`src/rtl/e2g_pkg.sv`:
```
package e2g_pkg;

    localparam int CORDIC_STAGES_DEF = 32;
    localparam int FRACTION_BITS_DEF = 10;

    // field widths
    localparam int POS_W     = 35;
    localparam int ANGLE_W   = 32;
    localparam int HEIGHT_W  = 35;
    localparam int S_TDATA_W = 112;  // 3 x 35 bits, padded to bytes
    localparam int M_TDATA_W = 104;  // 32 + 32 + 35 bits, padded to bytes

    // internal widths
    localparam int GUARD_BITS = 14;
    localparam int AW         = 34;  // angle accumulator, headroom past a half turn
    localparam int CW         = 33;  // Q30 coefficient operand of the multipliers
    localparam int SQ_W       = 62;  // square root radicand / root
    localparam int SQ_STEPS   = 31;  // one root bit per cell

    localparam longint Q30_ONE       = 64'sd1073741824;
    localparam longint INV_GAIN_Q30  = 64'sd652032874;
    localparam longint B_OVER_A_Q30  = 64'sd1070141771;
    localparam longint E2_Q30        = 64'sd7188036;
    localparam longint EP2_Q30       = 64'sd7236480;
    localparam longint SEMI_MAJOR_M  = 64'sd6378137;
    localparam longint QUARTER_TURN  = 64'sd1073741824;
    localparam longint ANGLE_PER_RAD = 64'sd683565276;
    localparam longint HEIGHT_MAX    = 64'sd17179869183;
    localparam longint HEIGHT_MIN    = -64'sd17179869184;

    // atan(2^-i) in units of pi/2^31, rounded
    function automatic longint step_angle(int i);
        longint first [10];
        first = '{64'sd536870912, 64'sd316933406, 64'sd167458907, 64'sd85004756,
                  64'sd42667331, 64'sd21354465, 64'sd10679838, 64'sd5340245,
                  64'sd2670163, 64'sd1335087};
        if (i < 10) begin
            return first[i];
        end
        return (ANGLE_PER_RAD + (64'sd1 <<< (i - 1))) >>> i;
    endfunction

endpackage

```
`src/rtl/e2g_sqrt_cell.sv`:
```
module e2g_sqrt_cell
    import e2g_pkg::*;
#(
    parameter int SIDE_W = 1,
    parameter int K      = 0
) (
    input  logic              aclk,
    input  logic              aresetn,
    input  logic              en,
    input  logic              in_valid,
    input  logic [SQ_W-1:0]   rem_in,
    input  logic [SQ_W-1:0]   root_in,
    input  logic [SIDE_W-1:0] side_in,
    output logic              out_valid,
    output logic [SQ_W-1:0]   rem_out,
    output logic [SQ_W-1:0]   root_out,
    output logic [SIDE_W-1:0] side_out
);

    localparam logic [SQ_W-1:0] BIT = SQ_W'(1) << (2 * K);

    logic              valid_reg;
    logic [SQ_W-1:0]   rem_reg, root_reg, rem_next, root_next, trial;
    logic [SIDE_W-1:0] side_reg;

    always_comb begin
        trial = root_in + BIT;
        if (rem_in >= trial) begin
            rem_next  = rem_in - trial;
            root_next = (root_in >> 1) + BIT;
        end else begin
            rem_next  = rem_in;
            root_next = root_in >> 1;
        end
    end

    always_ff @(posedge aclk) begin
        if (!aresetn) begin
            valid_reg <= 1'b0;
        end else if (en) begin
            valid_reg <= in_valid;
        end
    end

    always_ff @(posedge aclk) begin
        if (en) begin
            rem_reg  <= rem_next;
            root_reg <= root_next;
            side_reg <= side_in;
        end
    end

    assign out_valid = valid_reg;
    assign rem_out   = rem_reg;
    assign root_out  = root_reg;
    assign side_out  = side_reg;

endmodule

```
`config.mk`:
```
export PLATFORM = sky130hd
export DESIGN_NAME = e2g_sqrt_cell
export DESIGN_NICKNAME = d
export VERILOG_FILES = /design/src/rtl/e2g_pkg.sv /design/src/rtl/e2g_sqrt_cell.sv
export SDC_FILE = /design/constraint.sdc
export NUM_CORES = 1
export LEC_CHECK = 0
export BUFFER_PORTS_ARGS = -buffer_cell sky130_fd_sc_hd__buf_2
export CORE_MARGIN = 2
export CORE_UTILIZATION = 25
export CTS_BUF_LIST = sky130_fd_sc_hd__clkbuf_8
export CTS_CLUSTER_SIZE = 8
export DETAILED_ROUTE_END_ITERATION = 10
export GPL_ROUTABILITY_DRIVEN = 0
export GPL_TIMING_DRIVEN = 0
export HOLD_SLACK_MARGIN = 0.03
export PLACE_DENSITY_LB_ADDON = 0.2
export SETUP_SLACK_MARGIN = 0.05
export SYNTH_ARGS = -nofsm -noshare
export SYNTH_HDL_FRONTEND = slang
export SYNTH_SLANG_ARGS = --single-unit
```
`constraint.sdc`:
```
create_clock -name aclk -period 12.1 [get_ports aclk]
set_clock_uncertainty 0.15 [all_clocks]
set_input_delay 2.42 -clock aclk [delete_from_list [all_inputs] [get_ports aclk]]
set_output_delay 2.42 -clock aclk [all_outputs]
set_load 0.01 [all_outputs]
```
==> impl_metrics.env <==
export IMPL_synth_area_leader_cell="edfxtp_1"
export IMPL_synthesis_instances=1214
export IMPL_synth_nets=1408
export IMPL_clkSlewWorstSetupHoldPaths_ns=0.09
export IMPL_area_growth_pct=21.86
export IMPL_yosys_register_bits=126
export IMPL_clock_latency_ns=0.51
export IMPL_dp_slack_ns=2.734
export IMPL_start_kind="input port"
export IMPL_avgViaCountPerCell=5.114
export IMPL_cp_top_family="simple AND/OR/NAND/NOR gates"
export IMPL_rsz0062_at_grt="false"
export IMPL_ctsHoldBuffers=0
export IMPL_wl_um=44250
export IMPL_drv_slew=0
export IMPL_grt_pass1_vias=10320
export IMPL_drc=0
export IMPL_final_nets=1670
export IMPL_yosys_top_cells_area="edfxtp_1 (35%), ha_1 (7.5%), xnor2_1 (7.4%)"
export IMPL_via_count=10430
export IMPL_reg2reg_to="out_valid"
export IMPL_core_area_um2=41950
export IMPL_power_leakage_nw=5.057
export IMPL_synth_simple_area_share_pct=21.34
export IMPL_peakVddDrop_v=0.00003992
export IMPL_worstRegToRegCells=2
export IMPL_antenna_found_initial=17
export IMPL_slew_headroom_pct=7.204
export IMPL_layout_commonest_cell="buf_2"
export IMPL_floorplan_initialDensity_pct=25.31
export IMPL_ys_seq_area_share_pct=35.55
export IMPL_fin_crit_ns=9.090
export IMPL_crit_slowest_cell="nor4_1"
export IMPL_max_freq_ghz=0.1100
export IMPL_critPathMaxStageDelay_ns=0.93
export IMPL_num_fill_cells=4504
export IMPL_clock_path_buffers=2
export IMPL_crit_type="input port to register"
export IMPL_place_inst=1996
export IMPL_cp_max_fo=10
export IMPL_fp_row_count=75
export IMPL_final_cells=2040
export IMPL_yosysTopAreaCellShare_pct=35.36
export IMPL_gr_usage_all_layers_pct=19.90
export IMPL_hold_path_startpoint="out_valid"
export IMPL_io_pin_count=255
export IMPL_muxShareOfSynthArea_pct=0.7189
export IMPL_synthArstFlopShare_pct=0
export IMPL_critPathBufInv=4
export IMPL_hpwl_um=35800
export IMPL_cp_end_kind="register"
export IMPL_crit_chain="buf_2 -> and2_1 -> and4_1 -> and3_1 -> and3_1 -> inv_1 -> nor4_1 -> nand3_1 -> nor2_1 -> xnor2_1 -> ha_1 -> clkbuf_1 -> nand4_1 -> nor4_1 -> a41o_1 -> nor2_1 -> a21boi_2 -> buf_6 -> or4_4 -> nor4_4 -> xor2_1"
export IMPL_status="completed"
export IMPL_drt_initial_drc_count=769
export IMPL_syn_area_um2=10620
export IMPL_placed_area_um2=12540
export IMPL_rrSetupSlack_ns=11.36
export IMPL_synth_distinct_cells=64
export IMPL_cp_arrival_ns=9.23
export IMPL_hp_class="register to register"
export IMPL_holdPathEnd="out_valid"
export IMPL_ctsResizeCount=0
export IMPL_final_area_um2=12940
export IMPL_ant_nets=0
export IMPL_power_mw=1.377
export IMPL_synth_compound_area_share_pct=16.44
export IMPL_synth_area_per_cell_um2=8.745
export IMPL_post_route_util_pct=30.84
export IMPL_grt_pass1_wl_um=64180
export IMPL_hold_viol=0
export IMPL_worst_slack_ns=3.010
export IMPL_cts_htree_levels=4
export IMPL_synth_xor_area_share_pct=14.60
export IMPL_hold_ws_ns=0.3715
export IMPL_die_y_um=210.1
export IMPL_hold_depth=2
export IMPL_cts_tree="yes"
export IMPL_final_cell_mix="buf_2 (257), nand2_1 (154), edfxtp_1 (125)"
export IMPL_maxCapViolCount=0
export IMPL_synth_top_family_by_area="simple AND/OR/NAND/NOR gates"
export IMPL_synth_ff_type="edfxtp_1"
export IMPL_setup_viol=0
export IMPL_cts_sinks=126
export IMPL_synth_edf_count=125
export IMPL_tightestPinTransition_ns=1.374
export IMPL_post_drt_wl_per_cell_um=21.69
export IMPL_r2r_start="out_valid"
export IMPL_io_buffers=242
export IMPL_synth_fa_ha_area_share_pct=7.731
export IMPL_cts_buffers=17
export IMPL_clockRootBuffer="clkbuf_8"
export IMPL_crit_required_ns=12.24
export IMPL_die_x_um=210.1
export IMPL_dr_pass1_iters=7
export IMPL_fin_setup_tns_ns=0
export IMPL_dieArea_um2=44130
export IMPL_timing_final_crit_share_pct=75.13
export IMPL_overflow=0
export IMPL_drive_gt1_share_pct=21.30
export IMPL_grt_max_degree=75
export IMPL_yosysWarnings=0
export IMPL_p_per_area_nw_per_um2=106.4
export IMPL_post_cts_setup_buffer_count=0
-- worst max path at each step --
stage	startpoint	to	slack, ns	depth (start not counted)
6_report	root_in[3]	root_out[43]	3.01	21
4_1_cts	root_in[3]	root_out[43]	3.28	21
2_1_floorplan	root_in[5]	root_out[43]	5.14	21
5_1_grt	root_in[7]	rem_out[58]	2.81	20
3_5_place_dp	root_in[3]	root_out[43]	2.73	21
3_3_place_gp	root_in[7]	root_out[43]	2.75	18
-- report_power, final --
| part | internal (mW) | total (mW) | switching (mW) |
|---|---|---|---|
| Clock | 0.164 | 0.370 | 0.206 |
| Combinational | 0.165 | 0.451 | 0.286 |
| Sequential | 0.540 | 0.555 | 0.0154 |
| Total | 0.869 | 1.38 | 0.507 |
-- registers in the layout, summed over array words and instances, names as in the netlist --
register   cells
rem_out       62
root_out      62
side_out       1
out_valid      1
-- cell families (layout without fill, tap and decap cells) --
| group | Yosys count | after routing |
|---|---|---|
| multiplexers | 7 | 7 |
| other | 0 | 13 |
| XOR/XNOR | 177 | 177 |
| AND/OR/NAND/NOR | 466 | 466 |
| adder cells (fa/ha/maj) | 65 | 65 |
| AO/OA/AOI/OAI | 280 | 280 |
| buffers and inverters | 93 | 367 |
| flip-flops | 126 | 126 |
-- worst min-delay path, cell delays in order (launching register included) --
cell and delay (ns):
dfxtp_1 0.33, mux2i_1 0.06, nor2b_1 0.10
-- Yosys cell counts, types with 7 or more instances --
master	count
nand2_1	154
edfxtp_1	125
nor2_1	94
o21ai_0	93
xnor2_1	90
xor2_1	87
a21oi_1	80
ha_1	64
nand4_1	51
clkbuf_1	47
nand3_1	45
nor3_1	32
inv_1	28
a21o_1	27
and3_1	25
buf_2	16
and4_1	11
o21bai_1	10
a211oi_1	9
nand2b_1	9
nor4_1	9
a31oi_1	8
nor2b_1	8
o211ai_1	8
and2_1	7
or3_1	7
-- per-layer routing --
metal	global-route usage (%)	part of all wire (%)	vias to the layer above
met5	0	0.086	-
met4	9.391	3.0	6
met3	5.334	7.3	71
met2	30.02	44	386
met1	26.43	45	5008
li1	-	-	4962
-- layout make-up --
class / count / area [um2] / area share [%]
multi-input combinational: 995 / 6459 / 49.92
sequential: 126 / 3774 / 29.17
timing repair buffer: 243 / 1245 / 9.623
tap: 539 / 674.4 / 5.213
buffer: 65 / 279.0 / 2.157
clock buffer: 17 / 234.0 / 1.809
clock inverter: 14 / 135.1 / 1.044
inverter: 28 / 105.1 / 0.8124
antenna: 13 / 32.53 / 0.2515
No activity file was read; power rests on OpenSTA's default activity.
